### src/hw/rtl/sfod_pkg.sv
// Shared types and constants of the spectral flux onset detector.
// Holds the request payload structs and the fixed-point constants.
// No dependencies; sfod_isqrt, sfod_frame and the top level import it.
`default_nettype none

package sfod_pkg;

  // Field and datapath widths
  localparam int BIN_W      = 11;
  localparam int IN_W       = 24;
  localparam int SQ_W       = 47;
  localparam int RAD_W      = 52;
  localparam int MAG_W      = 26;
  localparam int ROOT_STEPS = 26;
  localparam int FLUX_W     = 37;
  localparam int LEVEL_W    = 48;
  localparam int SHIFT_W    = 4;
  localparam int COEF_W     = 16;
  localparam int FS_W       = 4;

  // Saturation limits
  localparam logic [FLUX_W-1:0]  FLUX_MAX  = '1;
  localparam logic [LEVEL_W-1:0] LEVEL_MAX = '1;

  // Normalization shift: reset value and the shift that leaves flux unscaled
  localparam logic [SHIFT_W-1:0] SHIFT_RESET = 4'd8;
  localparam logic [SHIFT_W-1:0] SHIFT_UNITY = 4'd14;

  // One-pole coefficients in Q16 and their complements
  localparam logic [COEF_W-1:0] FAST_COEF = 16'd39322;
  localparam logic [COEF_W-1:0] FAST_KEEP = 16'd26214;
  localparam logic [COEF_W-1:0] SLOW_COEF = 16'd2621;
  localparam logic [COEF_W-1:0] SLOW_KEEP = 16'd62915;
  localparam logic [32:0]       ROUND_HALF = 33'd32768;

  // Onset test: 5*fast > 9*slow + bias
  localparam logic [LEVEL_W+4:0] BIAS_X5 = (LEVEL_W + 5)'(1310);
  localparam logic [FS_W-1:0]    MIN_GAP = 4'd3;
  localparam logic [FS_W-1:0]    FS_SAT  = 4'd15;

  typedef struct packed {
    logic [BIN_W-1:0]       bin_index;
    logic signed [IN_W-1:0] left_re;
    logic signed [IN_W-1:0] left_im;
    logic signed [IN_W-1:0] right_re;
    logic signed [IN_W-1:0] right_im;
    logic                   last_bin;
  } sfod_in_t;

  typedef struct packed {
    logic               onset;
    logic [LEVEL_W-1:0] flux_level;
    logic [LEVEL_W-1:0] fast_level;
    logic [LEVEL_W-1:0] slow_level;
  } sfod_out_t;

endpackage

`default_nettype wire

### src/hw/rtl/sfod_isqrt.sv
// Iterative integer square root, one result bit per cycle.
// Depends on sfod_pkg for the radicand and root widths.
`default_nettype none

module sfod_isqrt (
  input  logic                      clk,
  input  logic                      rst_n,
  input  logic                      start,
  input  logic [sfod_pkg::RAD_W-1:0] radicand,
  output logic                      done,
  output logic [sfod_pkg::MAG_W-1:0] root
);
  import sfod_pkg::*;

  localparam int CNT_W = $clog2(ROOT_STEPS);
  localparam logic [CNT_W-1:0] CNT_LAST = CNT_W'(ROOT_STEPS - 1);

  logic             busy_r;
  logic             done_r;
  logic [CNT_W-1:0] cnt_r;
  logic [RAD_W-1:0] rad_r;
  logic [MAG_W+1:0] rem_r;
  logic [MAG_W-1:0] root_r;

  logic [MAG_W+3:0] rem_sh;
  logic [MAG_W+3:0] trial;
  logic [MAG_W+3:0] diff;
  logic             take;
  logic [MAG_W+1:0] rem_nxt;
  logic [MAG_W-1:0] root_nxt;

  // One restoring step: bring down two radicand bits, try root*4+1
  always_comb begin
    rem_sh   = {rem_r, rad_r[RAD_W-1 -: 2]};
    trial    = {2'b00, root_r, 2'b01};
    diff     = rem_sh - trial;
    take     = rem_sh >= trial;
    rem_nxt  = take ? diff[MAG_W+1:0] : rem_sh[MAG_W+1:0];
    root_nxt = {root_r[MAG_W-2:0], take};
  end

  // Sequence the steps
  always_ff @(posedge clk) begin
    if (!rst_n) begin
      busy_r <= 1'b0;
      done_r <= 1'b0;
      cnt_r  <= '0;
    end else begin
      // Flag completion on the last step
      done_r <= !start && busy_r && (cnt_r == CNT_LAST);
      if (start) begin
        busy_r <= 1'b1;
        cnt_r  <= '0;
        rad_r  <= radicand;
        rem_r  <= '0;
        root_r <= '0;
      end else if (busy_r) begin
        rad_r  <= {rad_r[RAD_W-3:0], 2'b00};
        rem_r  <= rem_nxt;
        root_r <= root_nxt;
        cnt_r  <= cnt_r + 1'b1;
        if (cnt_r == CNT_LAST) begin
          busy_r <= 1'b0;
        end
      end
    end
  end

  assign done = done_r;
  assign root = root_r;

endmodule

`default_nettype wire

### config.mk
export PLATFORM = sky130hd
export DESIGN_NAME = sfod_isqrt
export DESIGN_NICKNAME = d
export VERILOG_FILES = /design/src/hw/rtl/sfod_pkg.sv /design/src/hw/rtl/sfod_isqrt.sv
export SDC_FILE = /design/constraint.sdc
export NUM_CORES = 1
export LEC_CHECK = 0
export BUFFER_PORTS_ARGS = -buffer_cell sky130_fd_sc_hd__buf_2
export CAP_MARGIN = 20
export CORE_MARGIN = 2
export CORE_UTILIZATION = 58
export DETAILED_ROUTE_END_ITERATION = 12
export PLACE_DENSITY = 0.77
export SYNTH_ARGS = -nofsm -noshare
export SYNTH_HDL_FRONTEND = slang
export SYNTH_SLANG_ARGS = --single-unit
### constraint.sdc
create_clock -name clk -period 4.87 [get_ports clk]
set_input_delay 0.487 -clock clk [delete_from_list [all_inputs] [get_ports clk]]
set_output_delay 0.487 -clock clk [all_outputs]
set_load 0.01 [all_outputs]
==> flow_metrics.env <==
export IMPL_rsz0062_at_grt="no"
export IMPL_syn2layout_area_growth_pct=16.6
export IMPL_drive_above_1_share=0.292
export IMPL_setup_viol=0
export IMPL_wl_per_cell_um=15.9
export IMPL_maxCapViolCount=0
export IMPL_clkTransAtPathRegs_ns=0.06
export IMPL_synth_ff_type="edfxtp_1"
export IMPL_cts_resized=0
export IMPL_fp_dieArea_um2=11600
export IMPL_port_buffers=81
export IMPL_synth_edf_count=106
export IMPL_post_route_period_util=0.758
export IMPL_synth_area_leaders="edfxtp_1, mux2_2, ha_1, mux2i_1, nor2_1"
export IMPL_worstHoldPathType="in -> reg"
export IMPL_initial_core_util=0.601
export IMPL_worstPathRequired_ns=5.10
export IMPL_finish_utilization=0.700
export IMPL_syn_num_nets=609
export IMPL_synth_largest_area_cell="edfxtp_1"
export IMPL_nets=686
export IMPL_grt_first_pass_wirelength_mm=19.3
export IMPL_crit_fanout=20
export IMPL_synth_common_cells="edfxtp_1, nor2_1, mux2_2"
export IMPL_rows=37
export IMPL_track_usage=0.215
export IMPL_max_freq_mhz=271
export IMPL_fin_hold_ws_ns=0.265
export IMPL_synth_avg_cell_area_um2=11.9
export IMPL_ir_drop_uv=308
export IMPL_leakagePower_nw=2.92
export IMPL_synth_seq_cells=113
export IMPL_status="finished, final reports clean"
export IMPL_clk_root_buffer_cell="clkbuf_8"
export IMPL_placedCellCount=718
export IMPL_synth_top_cell_area_share=0.511
export IMPL_place_area_um2=6710
export IMPL_yosysSeqAreaShare=0.534
export IMPL_synth_async_reset_ratio=0
export IMPL_cp_data_arrival_time_ns=3.92
export IMPL_pwr_density_cell_nw_per_um2=408
export IMPL_core_area_um2=10400
export IMPL_dieWidth_um=108
export IMPL_cts_tree="done"
export IMPL_holdBufCountCts=0
export IMPL_die_y_um=108
export IMPL_place_congestion=0.837
export IMPL_tns_ns=0
export IMPL_slew_headroom=0.353
export IMPL_pin_count=82
export IMPL_drc=0
export IMPL_synth_cells=524
export IMPL_critical_path_class="reg -> reg"
export IMPL_grt_overflow=0
export IMPL_cts_inserted_buffers=17
export IMPL_yosysMostFrequentCell="edfxtp_1"
export IMPL_finalMaxSlewViolations=0
export IMPL_num_vias=4208
export IMPL_critPathCaptureType="flip-flop"
export IMPL_ant_nets=0
export IMPL_antenna_found_initial=0
export IMPL_htree_num_levels=4
export IMPL_r2r_cells=11
export IMPL_whs_path_depth=2
export IMPL_worst_slew_pin_slew_ns=0.971
export IMPL_dp_hpwl_mm=8.24
export IMPL_final_setup_skew_ns=0.0100
export IMPL_fin_crit_ns=3.69
export IMPL_final_hold_viol_count=0
export IMPL_place_worst_setup_slack_ns=1.21
export IMPL_postLayoutSetupSlackWorst_ns=1.18
export IMPL_synth_cell_types=47
export IMPL_clockBufferDepth=2
export IMPL_fin_area_um2=7260
export IMPL_finalPower_mw=2.96
export IMPL_yosys_warnings=0
export IMPL_drtIter0Drc=237
export IMPL_start_kind="flip-flop"
export IMPL_clk_latency_ns=0.51
export IMPL_layoutNonFillerInstCount=750
export IMPL_grt_max_degree=78
export IMPL_n_antenna_cell=0
export IMPL_cts_sinks=113
export IMPL_first_pass_iters=5
export IMPL_syn_area_um2=6230
export IMPL_finalWirelength_mm=12.0
export IMPL_cts_setup_buffers=0
export IMPL_grt_pass1_vias=4199
export IMPL_vias_per_cell=5.61
[final cells by class]
cell class	instances	area, µm²
Sequential cell	113	3320
Fill cell	777	3110
Multi-Input combinational cell	353	2670
Timing Repair Buffer	84	430
Clock buffer	17	414
Tap cell	136	170
Clock inverter	15	135
Inverter	32	120
[critical path, stage by stage, from the launching register on]
cell and delay [ns]:
edfxtp_1 0.40, ha_1 0.43, nand4_1 0.19, nor2_1 0.09, a2111oi_4 0.35, a211oi_2 0.14
o31ai_2 0.36, o21ai_2 0.14, o21ai_4 0.65, buf_4 0.37, mux2i_1 0.22, nor2_1 0.07
[placed cells by master (no fill, tap or decap), types with 2 or more instances in the layout]
cell,n
edfxtp_1,106
buf_2,80
nor2_1,71
mux2_2,50
inv_1,32
ha_1,30
mux2i_1,27
a21oi_1,22
nand2_1,18
xnor2_1,18
clkbuf_16,16
a21o_1,13
o21ai_0,13
xor2_1,11
nand4_1,10
o21a_1,7
nand3_1,7
dfxtp_1,7
nor3_1,6
a31oi_1,6
a211oi_1,6
nand2b_1,6
clkinv_4,4
inv_6,4
buf_4,4
and2_1,3
clkinvlp_4,3
o211ai_1,2
a211oi_2,2
o31ai_2,2
nor4_1,2
or2_2,2
nor3b_1,2
clkinv_1,2
[layer usage]
| metal | global-route usage | vias up | wire length, µm |
|---|---|---|---|
| met5 | 0 | - | 0 |
| met4 | 0.0659 | 0 | 140 |
| met3 | 0.0714 | 12 | 650 |
| met2 | 0.344 | 105 | 5860 |
| met1 | 0.278 | 2033 | 5310 |
| li1 | - | 2058 | - |
[registers in the layout, indices dropped and copies added (netlist names)]
register / count
busy_r: 1
rad_r: 52
root: 26
rem_r: 28
done: 1
cnt_r: 5
[cells by family after synthesis]
family                   count (synthesis)  synth area share
adder cells (fa/ha/maj)                 30            0.0603
AO/OA/AOI/OAI                           84            0.0952
AND/OR/NAND/NOR                        133            0.0974
multiplexers                            77             0.134
flip-flops                             113             0.534
XOR/XNOR                                29            0.0408
buffers and inverters                   58            0.0390
[path summary, 6_finish.rpt]
path	from	slack, ns	endpoint
max	rem_r[11]	1.18	rem_r[14]
min	radicand[1]	0.27	rad_r[1]
max reg2reg	rem_r[11]	1.18	rem_r[14]
min reg2reg	cnt_r[1]	0.52	cnt_r[1]
[power by group]
group          leakage (nW)  internal (mW)  total (mW)  switching (mW)
Clock                 0.261          0.679        1.14           0.463
Combinational          1.58          0.273       0.621           0.347
Sequential             1.08           1.16        1.20          0.0331
No activity file was read; power rests on OpenSTA's default activity.
