--- src/hw/rtl/sfod_pkg.sv ---
// Shared types and constants of the spectral flux onset detector.
// Holds the request payload structs and the fixed-point constants.
// No dependencies; sfod_isqrt, sfod_frame and the top level import it.
`default_nettype none

package sfod_pkg;

  // Field and datapath widths
  localparam int BIN_W      = 11;
  localparam int IN_W       = 24;
  localparam int SQ_W       = 47;
  localparam int RAD_W      = 52;
  localparam int MAG_W      = 26;
  localparam int ROOT_STEPS = 26;
  localparam int FLUX_W     = 37;
  localparam int LEVEL_W    = 48;
  localparam int SHIFT_W    = 4;
  localparam int COEF_W     = 16;
  localparam int FS_W       = 4;

  // Saturation limits
  localparam logic [FLUX_W-1:0]  FLUX_MAX  = '1;
  localparam logic [LEVEL_W-1:0] LEVEL_MAX = '1;

  // Normalization shift: reset value and the shift that leaves flux unscaled
  localparam logic [SHIFT_W-1:0] SHIFT_RESET = 4'd8;
  localparam logic [SHIFT_W-1:0] SHIFT_UNITY = 4'd14;

  // One-pole coefficients in Q16 and their complements
  localparam logic [COEF_W-1:0] FAST_COEF = 16'd39322;
  localparam logic [COEF_W-1:0] FAST_KEEP = 16'd26214;
  localparam logic [COEF_W-1:0] SLOW_COEF = 16'd2621;
  localparam logic [COEF_W-1:0] SLOW_KEEP = 16'd62915;
  localparam logic [32:0]       ROUND_HALF = 33'd32768;

  // Onset test: 5*fast > 9*slow + bias
  localparam logic [LEVEL_W+4:0] BIAS_X5 = (LEVEL_W + 5)'(1310);
  localparam logic [FS_W-1:0]    MIN_GAP = 4'd3;
  localparam logic [FS_W-1:0]    FS_SAT  = 4'd15;

  typedef struct packed {
    logic [BIN_W-1:0]       bin_index;
    logic signed [IN_W-1:0] left_re;
    logic signed [IN_W-1:0] left_im;
    logic signed [IN_W-1:0] right_re;
    logic signed [IN_W-1:0] right_im;
    logic                   last_bin;
  } sfod_in_t;

  typedef struct packed {
    logic               onset;
    logic [LEVEL_W-1:0] flux_level;
    logic [LEVEL_W-1:0] fast_level;
    logic [LEVEL_W-1:0] slow_level;
  } sfod_out_t;

endpackage

`default_nettype wire

--- src/hw/rtl/sfod_frame.sv ---
// End-of-frame unit: flux normalization, fast and slow envelopes, onset
// test and the result register. Depends on sfod_pkg.
`default_nettype none

module sfod_frame (
  input  logic                         clk,
  input  logic                         rst_n,
  input  logic                         start,
  input  logic [sfod_pkg::FLUX_W-1:0]  flux,
  input  logic [sfod_pkg::SHIFT_W-1:0] size_shift,
  output logic                         idle,
  output logic                         out_valid,
  input  logic                         out_ready,
  output sfod_pkg::sfod_out_t          out_data
);
  import sfod_pkg::*;

  typedef enum logic [2:0] {
    F_IDLE, F_SHIFT, F_MUL, F_SUM, F_SCALE, F_OUT
  } frame_state_t;

  localparam int WIDE_W = FLUX_W + 14;
  localparam int A5_W   = LEVEL_W + 3;
  localparam int B9_W   = LEVEL_W + 5;
  localparam logic [3:0] MUL_LAST = 4'd8;

  // Accumulator tags: envelope and high or low half
  localparam logic [1:0] TAG_FAST_HI = 2'b00;
  localparam logic [1:0] TAG_FAST_LO = 2'b01;
  localparam logic [1:0] TAG_SLOW_HI = 2'b10;
  localparam logic [1:0] TAG_SLOW_LO = 2'b11;

  frame_state_t       state_r;
  logic [3:0]         step_r;
  logic [FLUX_W-1:0]  flux_r;
  logic [LEVEL_W-1:0] f_r;
  logic [LEVEL_W-1:0] prod_r;
  logic [1:0]         tag_r;
  logic               prod_vld_r;
  logic [LEVEL_W-1:0] fast_hi_r;
  logic [LEVEL_W-1:0] slow_hi_r;
  logic [32:0]        fast_lo_r;
  logic [32:0]        slow_lo_r;
  logic [LEVEL_W-1:0] fast_env_r;
  logic [LEVEL_W-1:0] slow_env_r;
  logic [FS_W-1:0]    fs_r;
  logic [FS_W-1:0]    fs_inc_r;
  logic [A5_W-1:0]    a5_r;
  logic [B9_W-1:0]    b9_r;
  logic               out_valid_r;
  sfod_out_t          out_r;

  logic [WIDE_W-1:0]  wide;
  logic [LEVEL_W-1:0] f_nxt;
  logic [LEVEL_W-1:0] src;
  logic [31:0]        mul_a;
  logic [COEF_W-1:0]  coef;
  logic [LEVEL_W-1:0] mul_p;
  logic               onset;
  logic               out_load;

  // Scale the flux by 2^(14-size_shift), saturating
  always_comb begin
    wide = WIDE_W'(flux_r) << (SHIFT_UNITY - size_shift);
    if (size_shift <= SHIFT_UNITY) begin
      f_nxt = (|wide[WIDE_W-1:LEVEL_W]) ? LEVEL_MAX : wide[LEVEL_W-1:0];
    end else begin
      f_nxt = LEVEL_W'(flux_r >> (size_shift - SHIFT_UNITY));
    end
  end

  // Select one partial product of the blend for this step
  always_comb begin
    src   = step_r[0] ? (step_r[2] ? slow_env_r : fast_env_r) : f_r;
    mul_a = step_r[1] ? {16'b0, src[15:0]} : src[LEVEL_W-1:16];
    if (step_r[0]) begin
      coef = step_r[2] ? SLOW_KEEP : FAST_KEEP;
    end else begin
      coef = step_r[2] ? SLOW_COEF : FAST_COEF;
    end
    mul_p = LEVEL_W'(mul_a) * LEVEL_W'(coef);
  end

  assign onset = (fs_inc_r > MIN_GAP) && ({2'b00, a5_r} > b9_r);

  // Load the result register when it is empty or being drained
  assign out_load = (state_r == F_OUT) && (!out_valid_r || out_ready);

  // Frame sequencer and result register
  always_ff @(posedge clk) begin
    if (!rst_n) begin
      state_r     <= F_IDLE;
      step_r      <= '0;
      prod_vld_r  <= 1'b0;
      fast_env_r  <= '0;
      slow_env_r  <= '0;
      fs_r        <= FS_SAT;
      out_valid_r <= 1'b0;
    end else begin
      // Raise valid on a load, drop it once the request is taken
      if (out_load) begin
        out_valid_r <= 1'b1;
      end else if (out_ready) begin
        out_valid_r <= 1'b0;
      end
      case (state_r)
        F_IDLE: begin
          if (start) begin
            flux_r  <= flux;
            state_r <= F_SHIFT;
          end
        end
        F_SHIFT: begin
          f_r        <= f_nxt;
          fast_hi_r  <= '0;
          slow_hi_r  <= '0;
          fast_lo_r  <= ROUND_HALF;
          slow_lo_r  <= ROUND_HALF;
          step_r     <= '0;
          prod_vld_r <= 1'b0;
          state_r    <= F_MUL;
        end
        F_MUL: begin
          // Issue a product, add the previous one
          prod_r     <= mul_p;
          tag_r      <= step_r[2:1];
          prod_vld_r <= step_r != MUL_LAST;
          step_r     <= step_r + 1'b1;
          if (prod_vld_r) begin
            case (tag_r)
              TAG_FAST_HI: fast_hi_r <= fast_hi_r + prod_r;
              TAG_FAST_LO: fast_lo_r <= fast_lo_r + 33'(prod_r[31:0]);
              TAG_SLOW_HI: slow_hi_r <= slow_hi_r + prod_r;
              TAG_SLOW_LO: slow_lo_r <= slow_lo_r + 33'(prod_r[31:0]);
              default: ;
            endcase
          end
          if (step_r == MUL_LAST) begin
            state_r <= F_SUM;
          end
        end
        F_SUM: begin
          fast_env_r <= fast_hi_r + LEVEL_W'(fast_lo_r >> 16);
          slow_env_r <= slow_hi_r + LEVEL_W'(slow_lo_r >> 16);
          state_r    <= F_SCALE;
        end
        F_SCALE: begin
          a5_r     <= (A5_W'(fast_env_r) << 2) + A5_W'(fast_env_r);
          b9_r     <= (B9_W'(slow_env_r) << 3) + B9_W'(slow_env_r) + BIAS_X5;
          fs_inc_r <= (fs_r == FS_SAT) ? FS_SAT : fs_r + 1'b1;
          state_r  <= F_OUT;
        end
        F_OUT: begin
          // Hold until the result register is free
          if (out_load) begin
            out_r.onset      <= onset;
            out_r.flux_level <= f_r;
            out_r.fast_level <= fast_env_r;
            out_r.slow_level <= slow_env_r;
            fs_r             <= onset ? '0 : fs_inc_r;
            state_r          <= F_IDLE;
          end
        end
        default: state_r <= F_IDLE;
      endcase
    end
  end

  assign idle      = state_r == F_IDLE;
  assign out_valid = out_valid_r;
  assign out_data  = out_r;

endmodule

`default_nettype wire

--- config.mk ---
export PLATFORM = sky130hd
export DESIGN_NAME = sfod_frame
export DESIGN_NICKNAME = d
export VERILOG_FILES = /design/src/hw/rtl/sfod_pkg.sv /design/src/hw/rtl/sfod_frame.sv
export SDC_FILE = /design/constraint.sdc
export NUM_CORES = 2
export LEC_CHECK = 0
export BUFFER_PORTS_ARGS = -buffer_cell sky130_fd_sc_hd__buf_2
export CORE_MARGIN = 2
export CORE_UTILIZATION = 52
export CTS_CLUSTER_DIAMETER = 150
export CTS_CLUSTER_SIZE = 40
export DETAILED_ROUTE_END_ITERATION = 10
export GPL_TIMING_DRIVEN = 0
export PLACE_DENSITY = 0.81
export SLEW_MARGIN = 10
export SYNTH_ARGS = -nofsm -noshare
export SYNTH_HDL_FRONTEND = slang
export SYNTH_SLANG_ARGS = --single-unit
--- constraint.sdc ---
create_clock -name clk -period 12.2 [get_ports clk]
set_input_delay 2.44 -clock clk [delete_from_list [all_inputs] [get_ports clk]]
set_output_delay 2.44 -clock clk [all_outputs]
set_load 0.1 [all_outputs]
==> run metrics <==
outcome complete, no violations; library cells used by synthesis 109; routed vias/inst 6.128; chip height 341.5 um; Post-DP Area 62480 sq um; Post-CTS Repair Setup Buffers 0; post-synthesis sequential area ratio 0.3151; synthesized area 59250 sq um; synthesized netlist cell count 6126; Crit. End Element flip-flop; Yosys reg bits 658; Setup CP Type flip-flop to flip-flop; worst-margin pin slew 1.345 ns; Longest Clk Path Bufs 3; core region area 112800 sq um; met2 Track Usage GR 0.5349; Crit path largest cell delay 0.66 ns; full die area 116700 sq um; final hold violation count 0; Die W 341.5 um; DRC violations left 0; hold wc startpoint f_r[37]$_SDFFCE_PP0P_; Synth Warn # 0; layout cell share with drive strength beyond 1 0.06534; CTS tree yes; P&R area growth vs syn 6.923%; GR Util met3 0.05083; flop-to-flop setup slack 0.99 ns; Worst Path Max Fanout 11; Syn Nets 7093; fmax 89.20 MHz; Worst path slowest cell clkbuf_1; drt initial violations 4607; grt ovf 0; Hold Crit Depth 0; initial antenna violation count 4; crit share post-route 0.9189; DP HPWL 154300 um; hold buffers post-CTS 0; Antenna Nets Post-Route 0; Max Slew Vio Count 0; Initial Util 0.5252; worst path required time 12.65 ns; finished layout cell area 63350 sq um; H-tree levels 1; Post-synth EDFFs 549; commonest non-fill, non-tap cell in the layout inv_1; CTS buffer count 24; DR vias 48311; Clk Latency, worst-skew pair 0.70 ns; worst path arrival time 11.66 ns; post-CTS sizing 0; setup violators final 0; All-Layer GR Usage 0.3183; clock sinks 658; Root Driver clkbuf_16; startpoint types flip-flop; number of port buffers 189; commonest cells after routing, fill and taps aside 636 x inv_1, 549 x edfxtp_1, 527 x ha_1; gr busiest metal met2; RSZ-0062 raised after global routing no; prevailing post-synth register cell edfxtp_1; Rows 123; DRT Pass-1 Iters 8; WL/cell 23.92 um; Routed WL 188600 um; top cells by area, synth edfxtp_1 28%, fa_1 13%, ha_1 11%, inv_1 4.0%, a21oi_1 3.9%; gpl congestion 1.021; Filler cells 9852; # IOs 192; Total Nets Final 7331; worst min path class flip-flop to flip-flop; max cap viols 0; min Tclk post-route 11.21 ns; Synth top area share 0.2783; Max-slew headroom 0.1034; largest net degree at the start of global routing 42; R2R depth 28; clock slew at reported path FFs 0.17 ns; hold endpoint out_data[133]$_DFFE_PP_; met1 Use GR 0.4021; cell taking the most area after synthesis edfxtp_1; number of global-route vias before repair 47983; first-pass GRT wire length 282800 um; launching point of the worst reg2reg path step_r[0]$_SDFFE_PN0N_; Post-synth ARST share 0; R2R Path End prod_r[45]$_DFFE_PP_; post-synthesis average cell area 9.671 sq um; Clock Skew 0.06105 ns
==> kinds of logic (layout without fill, tap and decap cells) <==
kind of cell,after synthesis,count (layout),synth area share
and+or+nand+nor,1631,1631,0.1319
buffers and inverters,890,1146,0.05723
adders and majority gates,927,927,0.2456
xor gates and xnor gates,354,354,0.05233
DFF,658,658,0.3151
other,1,3,0.00006330
muxes,144,144,0.03337
AOI/OAI and AO/OA,1521,1521,0.1644
==> sequential cells by signal (all words and copies together), names as in the netlist <==
name / count
b9_r: 52
prod_r: 48
slow_hi_r: 48
step_r: 4
flux_r: 37
out_data: 145
fast_env_r: 48
slow_lo_r: 33
fast_lo_r: 33
fs_inc_r: 4
f_r: 48
out_valid: 1
prod_vld_r: 1
fast_hi_r: 48
fs_r: 4
state_r: 3
a5_r: 51
slow_env_r: 48
tag_r: 2
==> worst max-delay path by stage <==
| stage | from | endpoint | slack, ns |
|---|---|---|---|
| after floorplan | rst_n | a5_r[0]$_DFFE_PP_ | 1.19 |
| after global placement | rst_n | a5_r[48]$_DFFE_PP_ | -2.48 |
| after detailed placement | step_r[0]$_SDFFE_PN0N_ | prod_r[45]$_DFFE_PP_ | 1.31 |
| after CTS | step_r[0]$_SDFFE_PN0N_ | prod_r[45]$_DFFE_PP_ | 1.27 |
| after global routing | step_r[0]$_SDFFE_PN0N_ | prod_r[37]$_DFFE_PP_ | 0.75 |
| final | step_r[0]$_SDFFE_PN0N_ | prod_r[45]$_DFFE_PP_ | 0.99 |
==> cells in the mapped netlist (26+ instances only) <==
master / number
inv_1: 636
edfxtp_1: 549
ha_1: 527
nor2_1: 475
a21oi_1: 465
nand2_1: 460
fa_1: 395
o21ai_0: 314
a21o_1: 263
xnor2_1: 234
clkbuf_1: 213
nand3_1: 124
xor2_1: 120
dfxtp_1: 109
nor3_1: 87
mux2i_1: 85
nand2b_1: 80
a211oi_1: 77
nand4_1: 76
nor2b_1: 71
and3_1: 58
and2_1: 57
a31oi_1: 49
o21bai_1: 43
o21a_1: 42
mux4_2: 41
or3_1: 34
o31ai_1: 26
==> metrics by stage <==
step                setup WS [ns]    util  hold WS (ns)  setup TNS [ns]  std cells
detailed placement          1.312  0.5539        0.4374               0       7838
floorplan                   1.191       -        0.4204               0       6126
finish                     0.9894  0.5616        0.4626               0       7884
global placement           -2.480  0.5502        0.4302         -505.33       7815
CTS                         1.269  0.5615        0.4526               0       7882
global route               0.7550  0.5615        0.4647               0       7882
==> metal layers <==
layer | share of wire | wire length, um
met1 | 0.39 | 73320
met4 | 0.054 | 10180
met5 | 0 | 0
met3 | 0.085 | 16100
met2 | 0.47 | 88950
==> layout make-up <==
| class | instances | area (sq um) | area share |
|---|---|---|---|
| Buffer | 251 | 993.5 | 0.01568 |
| Antenna cell | 2 | 5.005 | 0.00007901 |
| Clock inverter | 9 | 195.2 | 0.003081 |
| Sequential cell | 658 | 18670 | 0.2947 |
| Multi-Input combinational cell | 4578 | 37250 | 0.5880 |
| Inverter | 639 | 2399 | 0.03786 |
| Tap cell | 1500 | 1877 | 0.02963 |
| Timing Repair Buffer | 212 | 1300 | 0.02052 |
| Clock buffer | 35 | 663.1 | 0.01047 |
==> critical path, delay by kind of cell, from the launching register on <==
| family | cells | cell delay (ns) |
|---|---|---|
| AND/OR/NAND/NOR | 5 | 1.26 |
| buffers and inverters | 9 | 3.96 |
| adder cells (fa/ha/maj) | 8 | 3.59 |
| AO/OA/AOI/OAI | 6 | 1.79 |
| flip-flops | 1 | 0.35 |
Power is left out: the tool's default activity adds up to more than one toggle a clock period on the data nets, which glitch-free logic cannot reach.
